===== src/hw/rtl/adt_pkg.sv =====
package adt_pkg;

  localparam int ADT_SAMPLE_BITS = 16;
  localparam int TIME_W = 32;
  localparam int SHOCK_W = 16;
  localparam int CFG_W = 16;
  localparam int CFG_INDEX_W = 2;

  localparam logic [CFG_INDEX_W-1:0] REG_SHOCK_THRESHOLD = 2'd0;
  localparam logic [CFG_INDEX_W-1:0] REG_DEBOUNCE_MS = 2'd1;
  localparam logic [CFG_INDEX_W-1:0] REG_MIN_GAP_MS = 2'd2;
  localparam logic [CFG_INDEX_W-1:0] REG_MAX_GAP_MS = 2'd3;

  localparam logic [CFG_W-1:0] RST_SHOCK_THRESHOLD = 16'd6144;
  localparam logic [CFG_W-1:0] RST_DEBOUNCE_MS = 16'd50;
  localparam logic [CFG_W-1:0] RST_MIN_GAP_MS = 16'd50;
  localparam logic [CFG_W-1:0] RST_MAX_GAP_MS = 16'd400;
  localparam logic [SHOCK_W-1:0] RST_PREV_MAGNITUDE = 16'd4096;

  localparam logic KIND_SAMPLE = 1'b0;
  localparam logic KIND_TICK = 1'b1;

  typedef enum logic [1:0] {
    EV_NONE   = 2'd0,
    EV_SINGLE = 2'd1,
    EV_DOUBLE = 2'd2
  } event_t;

  typedef struct packed {
    logic               kind;
    logic [TIME_W-1:0]  time_ms;
    logic [SHOCK_W-1:0] mag;
  } tap_req_t;

  typedef struct packed {
    event_t             event_res;
    logic [SHOCK_W-1:0] shock;
  } tap_res_t;

endpackage


===== src/hw/rtl/adt_isqrt.sv =====
module adt_isqrt import adt_pkg::*; #(
  parameter int RW = ADT_SAMPLE_BITS
) (
  input  logic            clk,
  input  logic            rst,
  input  logic            start,
  input  logic [2*RW-1:0] operand,
  output logic            done,
  output logic [RW-1:0]   root
);

  localparam int NW = 2 * RW;
  localparam int CW = $clog2(RW);

  logic          busy;
  logic [CW-1:0] cnt;
  logic [NW-1:0] n;
  logic [RW+1:0] rem;
  logic [RW+1:0] rem_sh;
  logic [RW+1:0] trial;
  logic          ge;

  assign rem_sh = {rem[RW-1:0], n[NW-1 -: 2]};
  assign trial  = {root, 2'b01};
  assign ge     = (rem_sh >= trial);

  always_ff @(posedge clk) begin
    if (rst) begin
      busy <= 1'b0;
      done <= 1'b0;
      cnt  <= '0;
    end else begin
      done <= 1'b0;
      if (start) begin
        busy <= 1'b1;
        cnt  <= '0;
        n    <= operand;
        rem  <= '0;
        root <= '0;
      end else if (busy) begin
        n    <= {n[NW-3:0], 2'b00};
        rem  <= ge ? (rem_sh - trial) : rem_sh;
        root <= {root[RW-2:0], ge};
        cnt  <= cnt + 1'b1;
        if (cnt == CW'(RW - 1)) begin
          busy <= 1'b0;
          done <= 1'b1;
        end
      end
    end
  end

endmodule


===== src/hw/rtl/adt_tap_eval.sv =====
module adt_tap_eval import adt_pkg::*; (
  input  logic                   clk,
  input  logic                   rst,
  input  logic                   cfg_we,
  input  logic [CFG_INDEX_W-1:0] cfg_index,
  input  logic [CFG_W-1:0]       cfg_data,
  input  logic                   req_go,
  input  tap_req_t               req,
  output tap_res_t               res
);

  logic [CFG_W-1:0]   shock_threshold;
  logic [CFG_W-1:0]   debounce_ms;
  logic [CFG_W-1:0]   min_gap_ms;
  logic [CFG_W-1:0]   max_gap_ms;

  logic               primed, primed_next;
  logic [SHOCK_W-1:0] prev_magnitude, prev_magnitude_next;
  logic [TIME_W-1:0]  last_tap_ms, last_tap_ms_next;
  logic [TIME_W-1:0]  first_tap_ms, first_tap_ms_next;
  logic [SHOCK_W-1:0] first_tap_shock, first_tap_shock_next;
  logic               awaiting_second, awaiting_second_next;

  logic [TIME_W-1:0]  since_first;
  logic [TIME_W-1:0]  since_last;
  logic [SHOCK_W-1:0] delta;
  logic               expired;

  assign since_first = req.time_ms - first_tap_ms;
  assign since_last  = req.time_ms - last_tap_ms;
  assign delta = (req.mag >= prev_magnitude) ? (req.mag - prev_magnitude)
                                             : (prev_magnitude - req.mag);
  assign expired = awaiting_second && (since_first > TIME_W'(max_gap_ms));

  always_comb begin
    primed_next          = primed;
    prev_magnitude_next  = prev_magnitude;
    last_tap_ms_next     = last_tap_ms;
    first_tap_ms_next    = first_tap_ms;
    first_tap_shock_next = first_tap_shock;
    awaiting_second_next = awaiting_second;
    res.event_res        = EV_NONE;
    res.shock            = '0;
    if (req.kind == KIND_TICK) begin
      if (expired) begin
        awaiting_second_next = 1'b0;
        res.event_res        = EV_SINGLE;
      end
    end else if (!primed) begin
      primed_next         = 1'b1;
      prev_magnitude_next = req.mag;
    end else begin
      prev_magnitude_next = req.mag;
      res.shock           = delta;
      if (expired) begin
        awaiting_second_next = 1'b0;
        res.event_res        = EV_SINGLE;
      end
      if (delta >= shock_threshold && since_last >= TIME_W'(debounce_ms)) begin
        last_tap_ms_next = req.time_ms;
        if (!awaiting_second_next) begin
          awaiting_second_next = 1'b1;
          first_tap_ms_next    = req.time_ms;
          first_tap_shock_next = delta;
        end else if (since_first >= TIME_W'(min_gap_ms) &&
                     since_first <= TIME_W'(max_gap_ms)) begin
          awaiting_second_next = 1'b0;
          res.event_res        = EV_DOUBLE;
          res.shock = (first_tap_shock > delta) ? first_tap_shock : delta;
        end
      end
    end
  end

  always_ff @(posedge clk) begin
    if (rst) begin
      shock_threshold <= RST_SHOCK_THRESHOLD;
      debounce_ms     <= RST_DEBOUNCE_MS;
      min_gap_ms      <= RST_MIN_GAP_MS;
      max_gap_ms      <= RST_MAX_GAP_MS;
      primed          <= 1'b0;
      prev_magnitude  <= RST_PREV_MAGNITUDE;
      last_tap_ms     <= '0;
      first_tap_ms    <= '0;
      first_tap_shock <= '0;
      awaiting_second <= 1'b0;
    end else begin
      if (cfg_we) begin
        case (cfg_index)
          REG_SHOCK_THRESHOLD: shock_threshold <= cfg_data;
          REG_DEBOUNCE_MS:     debounce_ms <= cfg_data;
          REG_MIN_GAP_MS:      min_gap_ms <= cfg_data;
          REG_MAX_GAP_MS:      max_gap_ms <= cfg_data;
          default: ;
        endcase
      end
      if (req_go) begin
        primed          <= primed_next;
        prev_magnitude  <= prev_magnitude_next;
        last_tap_ms     <= last_tap_ms_next;
        first_tap_ms    <= first_tap_ms_next;
        first_tap_shock <= first_tap_shock_next;
        awaiting_second <= awaiting_second_next;
      end
    end
  end

endmodule


===== src/hw/rtl/accel_double_tap_detector_unit.sv =====
// Path: a sample goes from transfer to result through the shared squarer, the
// one-bit-per-cycle square root, a step to take the root and a decision step;
// a tick goes straight to the decision step.
// Flow: one item at a time; s_tready is high only while idle, so a new item is not
// taken until the last one is through; a held result stalls the decision.
// Reset: synchronous rst restores the register defaults and clears the detector state.
module accel_double_tap_detector_unit import adt_pkg::*; #(
  parameter int SAMPLE_BITS = ADT_SAMPLE_BITS,
  localparam int IN_W = ((TIME_W + 3 * SAMPLE_BITS + 7) / 8) * 8
) (
  input  logic                   clk,
  input  logic                   rst,
  input  logic                   s_tvalid,
  output logic                   s_tready,
  input  logic [IN_W-1:0]        s_tdata,  // time_ms, accel_x, accel_y, accel_z, zero pad
  input  logic                   s_tuser,  // kind
  output logic                   m_tvalid,
  input  logic                   m_tready,
  output logic [SHOCK_W-1:0]     m_tdata,  // shock
  output logic [1:0]             m_tuser,  // event_res
  input  logic                   cfg_we,
  input  logic [CFG_INDEX_W-1:0] cfg_index,
  input  logic [CFG_W-1:0]       cfg_data
);

  localparam int SB = SAMPLE_BITS;
  localparam int PW = 2 * SAMPLE_BITS;

  typedef enum logic [1:0] {
    ST_IDLE,
    ST_SQUARE,
    ST_ROOT,
    ST_EVAL
  } state_t;

  state_t             state;
  logic [1:0]         sq_cnt;
  logic               kind;
  logic [TIME_W-1:0]  time_ms;
  logic [SB-1:0]      accel_x, accel_y, accel_z;
  logic [SB-1:0]      sel;
  logic [SB-1:0]      mul_a;
  logic [PW-1:0]      prod;
  logic [PW-1:0]      acc;
  logic [PW-1:0]      acc_next;
  logic [SHOCK_W-1:0] mag;
  logic               root_start;
  logic               root_done;
  logic [SB-1:0]      root;
  logic               eval_go;
  tap_req_t           req;
  tap_res_t           res;

  always_comb begin
    case (sq_cnt)
      2'd0:    sel = accel_x;
      2'd1:    sel = accel_y;
      default: sel = accel_z;
    endcase
  end

  assign mul_a      = sel[SB-1] ? (~sel + 1'b1) : sel;
  assign acc_next   = acc + prod;
  assign root_start = (state == ST_SQUARE) && (sq_cnt == 2'd3);
  assign eval_go    = (state == ST_EVAL) && (!m_tvalid || m_tready);
  assign s_tready   = (state == ST_IDLE);

  assign req.kind    = kind;
  assign req.time_ms = time_ms;
  assign req.mag     = mag;

  adt_isqrt #(.RW(SB)) u_isqrt (
    .clk     (clk),
    .rst     (rst),
    .start   (root_start),
    .operand (acc_next),
    .done    (root_done),
    .root    (root)
  );

  adt_tap_eval u_eval (
    .clk       (clk),
    .rst       (rst),
    .cfg_we    (cfg_we),
    .cfg_index (cfg_index),
    .cfg_data  (cfg_data),
    .req_go    (eval_go),
    .req       (req),
    .res       (res)
  );

  always_ff @(posedge clk) begin
    if (rst) begin
      state    <= ST_IDLE;
      sq_cnt   <= '0;
      m_tvalid <= 1'b0;
    end else begin
      if (eval_go) begin
        m_tvalid <= 1'b1;
      end else if (m_tvalid && m_tready) begin
        m_tvalid <= 1'b0;
      end
      case (state)
        ST_IDLE: begin
          if (s_tvalid) begin
            kind    <= s_tuser;
            time_ms <= s_tdata[TIME_W-1:0];
            accel_x <= s_tdata[TIME_W +: SB];
            accel_y <= s_tdata[TIME_W + SB +: SB];
            accel_z <= s_tdata[TIME_W + 2 * SB +: SB];
            acc     <= '0;
            prod    <= '0;
            sq_cnt  <= '0;
            state   <= (s_tuser == KIND_TICK) ? ST_EVAL : ST_SQUARE;
          end
        end
        ST_SQUARE: begin
          acc    <= acc_next;
          prod   <= PW'(mul_a) * PW'(mul_a);
          sq_cnt <= sq_cnt + 1'b1;
          if (sq_cnt == 2'd3) begin
            state <= ST_ROOT;
          end
        end
        ST_ROOT: begin
          if (root_done) begin
            mag   <= (32'(root) > 32'hFFFF) ? 16'hFFFF : SHOCK_W'(root);
            state <= ST_EVAL;
          end
        end
        ST_EVAL: begin
          if (eval_go) begin
            m_tuser  <= res.event_res;
            m_tdata  <= res.shock;
            state    <= ST_IDLE;
          end
        end
        default: state <= ST_IDLE;
      endcase
    end
  end

endmodule


===== config.mk =====
export PLATFORM = sky130hd
export DESIGN_NAME = accel_double_tap_detector_unit
export DESIGN_NICKNAME = d
export VERILOG_FILES = /design/src/hw/rtl/adt_pkg.sv /design/src/hw/rtl/adt_isqrt.sv /design/src/hw/rtl/adt_tap_eval.sv /design/src/hw/rtl/accel_double_tap_detector_unit.sv
export SDC_FILE = /design/constraint.sdc
export NUM_CORES = 1
export LEC_CHECK = 0
export ABC_AREA = 1
export BUFFER_PORTS_ARGS = -buffer_cell sky130_fd_sc_hd__buf_2
export CAP_MARGIN = 0
export CORE_UTILIZATION = 35
export CTS_BUF_LIST = sky130_fd_sc_hd__clkbuf_2
export CTS_CLUSTER_DIAMETER = 150
export DETAILED_ROUTE_END_ITERATION = 7
export PLACE_DENSITY = 0.5
export SLEW_MARGIN = 20
export SYNTH_ARGS = -nofsm -noshare
export SYNTH_HDL_FRONTEND = slang
export SYNTH_SLANG_ARGS = --single-unit

===== constraint.sdc =====
create_clock -name clk -period 8.55 [get_ports clk]
set_input_delay 0.855 -clock clk [delete_from_list [all_inputs] [get_ports clk]]
set_output_delay 0.855 -clock clk [all_outputs]
set_load 0.02 [all_outputs]

==> results.py <==
metrics = {
    "status": {
        "status": "completed",
    },
    "setup_path": {
        "arrival_ps": 8870,
        "slowest_stage": "fa_1",
        "required_ps": 9450,
        "setup.worst_path.start_class": "register",
        "crit_fanout": 14,
        "criticalPathCategory": "register to register",
        "cp-end-kind": "register",
        "cpPeakStageDelay_ps": 610,
    },
    "detailed_routing": {
        "highest_layer": "met4",
        "drt-met1-wl_mm": 40.2,
        "antenna_left": 0,
        "drt_iter0_drc": 1516,
        "via_per_inst": 4.68,
        "drtPass1Iterations": 7,
        "wl_met3_mm": 3.38,
        "dr_wl_met2_mm": 42.1,
        "via_count": 27700,
        "drc": 0,
        "wl_per_cell_um": 14.9,
        "routed_wl_mm": 88.0,
    },
    "clock_network": {
        "clock-sinks": 415,
        "clock_path_buffers": 3,
        "htreeDepth": 3,
        "cts_root_buffer": "clkbuf_2",
        "clk_pin_slew_ps": 110,
        "cts_tree": "yes",
        "numCtsBuffers": 116,
        "clk_latency_ps": 1240,
    },
    "grt": {
        "antenna_found_initial": 2,
        "grt_pass1_wl_mm": 144,
        "grt_util_all_layers_pct": 18.8,
        "grt_pass1_vias": 27900,
        "overflow": 0,
        "grt_max_degree": 92,
    },
    "flow_run": {
        "cap_viol_max_count": 0,
    },
    "sta": {
        "final.min_clock_period_ps": 7980,
        "fmax_mhz": 125,
        "setup-violations-final": 0,
        "timing.final.hold_violations": 0,
        "hold_ws_ps": 294,
        "worst_slew_pin_slew_ps": 950,
        "drv_slew": 0,
        "slew_headroom_pct": 36.6,
        "post-route-period-util_pct": 93.3,
        "fin_skew_ps": 131,
    },
    "final_layout": {
        "nNetsFinal": 5169,
        "stdcell_count": 5926,
        "drive_above_1_share_pct": 9.09,
        "syn2layout_area_growth_pct": 13.1,
        "fill_cells": 9775,
    },
    "die": {
        "start_util_pct": 35.5,
        "io_pins": 124,
        "dieArea_mm2": 0.0964,
        "rows": 112,
        "fp.dieH_um": 310,
        "core_area_mm2": 0.0937,
        "die_x_um": 310,
    },
    "synthesis": {
        "synth-edff-count": 242,
        "yosysTopAreaCell": "edfxtp_1",
        "yosysSeqAreaShare_pct": 32.2,
        "async_flop_share_pct": 0,
        "synth_cells": 4266,
        "yosysWarnings": 0,
        "synthFlopType": "edfxtp_1",
        "synth_cell_types": 66,
        "syn_area_per_cell_um2": 7.81,
        "synth-seq-cells": 415,
        "yosysMostFrequentCell": "nand2_1",
        "synth_area_leaders": "edfxtp_1, ha_1, dfxtp_1",
        "synth_top_area_share_pct": 21.8,
        "syn_area_mm2": 0.0333,
        "synth_common_cells": "nand2_1, inv_1, nor2_1, a21oi_1, ha_1",
    },
    "placed_design": {
        "dp_hpwl_mm": 68.7,
        "dp.cells": 5592,
        "port_buffers": 123,
        "gp_congestion": 0.874,
    },
    "min_path": {
        "hold_path_class": "input port to register",
    },
}
## per-layer routing
layer / global-route usage (%) / vias to the layer above
met3: 2.72 / 138
li1: - / 14400
met2: 32.8 / 480
met5: 0 / -
met4: 5.96 / 0
met1: 23.7 / 12700
## cells in the final DEF (no fill, tap or decap), types with 123 or more instances in the layout
master,instances
o21ai_0,263
fa_1,168
dfxtp_1,173
a21oi_1,338
ha_1,328
buf_2,123
nor2_1,440
inv_1,802
clkbuf_2,166
edfxtp_1,242
nand2_1,877
## registers in the layout (all words and copies together) (netlist names), 31 cells and up
register	count
u_isqrt.n	32
u_eval.first_tap_ms	32
acc	32
prod	31
time_ms	32
u_eval.last_tap_ms	32
## what timing repair did
| action | in CTS | in global routing |
|---|---|---|
| endpoints found under the hold margin | 149 | 0 |
| resized for setup | 0 | 21 |
| hold buffers | 111 | 0 |
| endpoints found under the setup margin | 0 | 10 |
| buffers inserted | 0 | 1 |
## logic make-up after synthesis
logic type      count (synthesis)  share of synthesized area, %
mux                             1                        0.0301
other cells                     2                        0.0226
xor+xnor                      111                          2.94
buf+inv                       918                          10.7
fa+ha+maj                     497                          22.5
compound gates                763                          12.6
flops                         415                          32.2
simple gates                 1559                          19.1
## through the flow
step / utilization [%] / cell area (um2) / setup slack (ps) / setup TNS (ps)
after floorplan: - / 33300 / 1020 / 0
after global placement: 37.7 / 35300 / 530 / 0
after detailed placement: 37.7 / 35300 / 333 / 0
after CTS: 40.1 / 37500 / 206 / 0
after global routing: 40.2 / 37600 / -8.41 / -8.41
final: 40.2 / 37600 / 572 / 0
## area by class of cell
cell class,count,area [um2],share of cell area (%)
tap,1254,1570,4.17
timing repair buffer,264,1950,5.18
multi-input combinational,2943,19200,50.9
clock inverter,51,264,0.701
clock buffer,166,831,2.21
sequential,415,10700,28.5
inverter,828,3120,8.28
antenna,5,12.5,0.0332
## path summary, 6_finish.rpt
check	start	endpoint	slack [ps]	depth (start not counted)
max	sq_cnt[0]	prod[23]	570	34
min	s_tdata[0]	time_ms[0]	290	2
max reg2reg	sq_cnt[0]	prod[23]	570	34
min reg2reg	u_isqrt.root[0]	mag[0]	450	0
## critical path: cells and delay by family (launching register included)
family / cells / cell delay [ps]
adder cells (fa/ha/maj): 8 / 3820
AND/OR/NAND/NOR: 12 / 1590
AO/OA/AOI/OAI: 7 / 1150
buffers and inverters: 7 / 690
flip-flops: 1 / 400
Power is not shown: default switching activity piles up to over one toggle a cycle in this logic, so the estimate is an artifact.
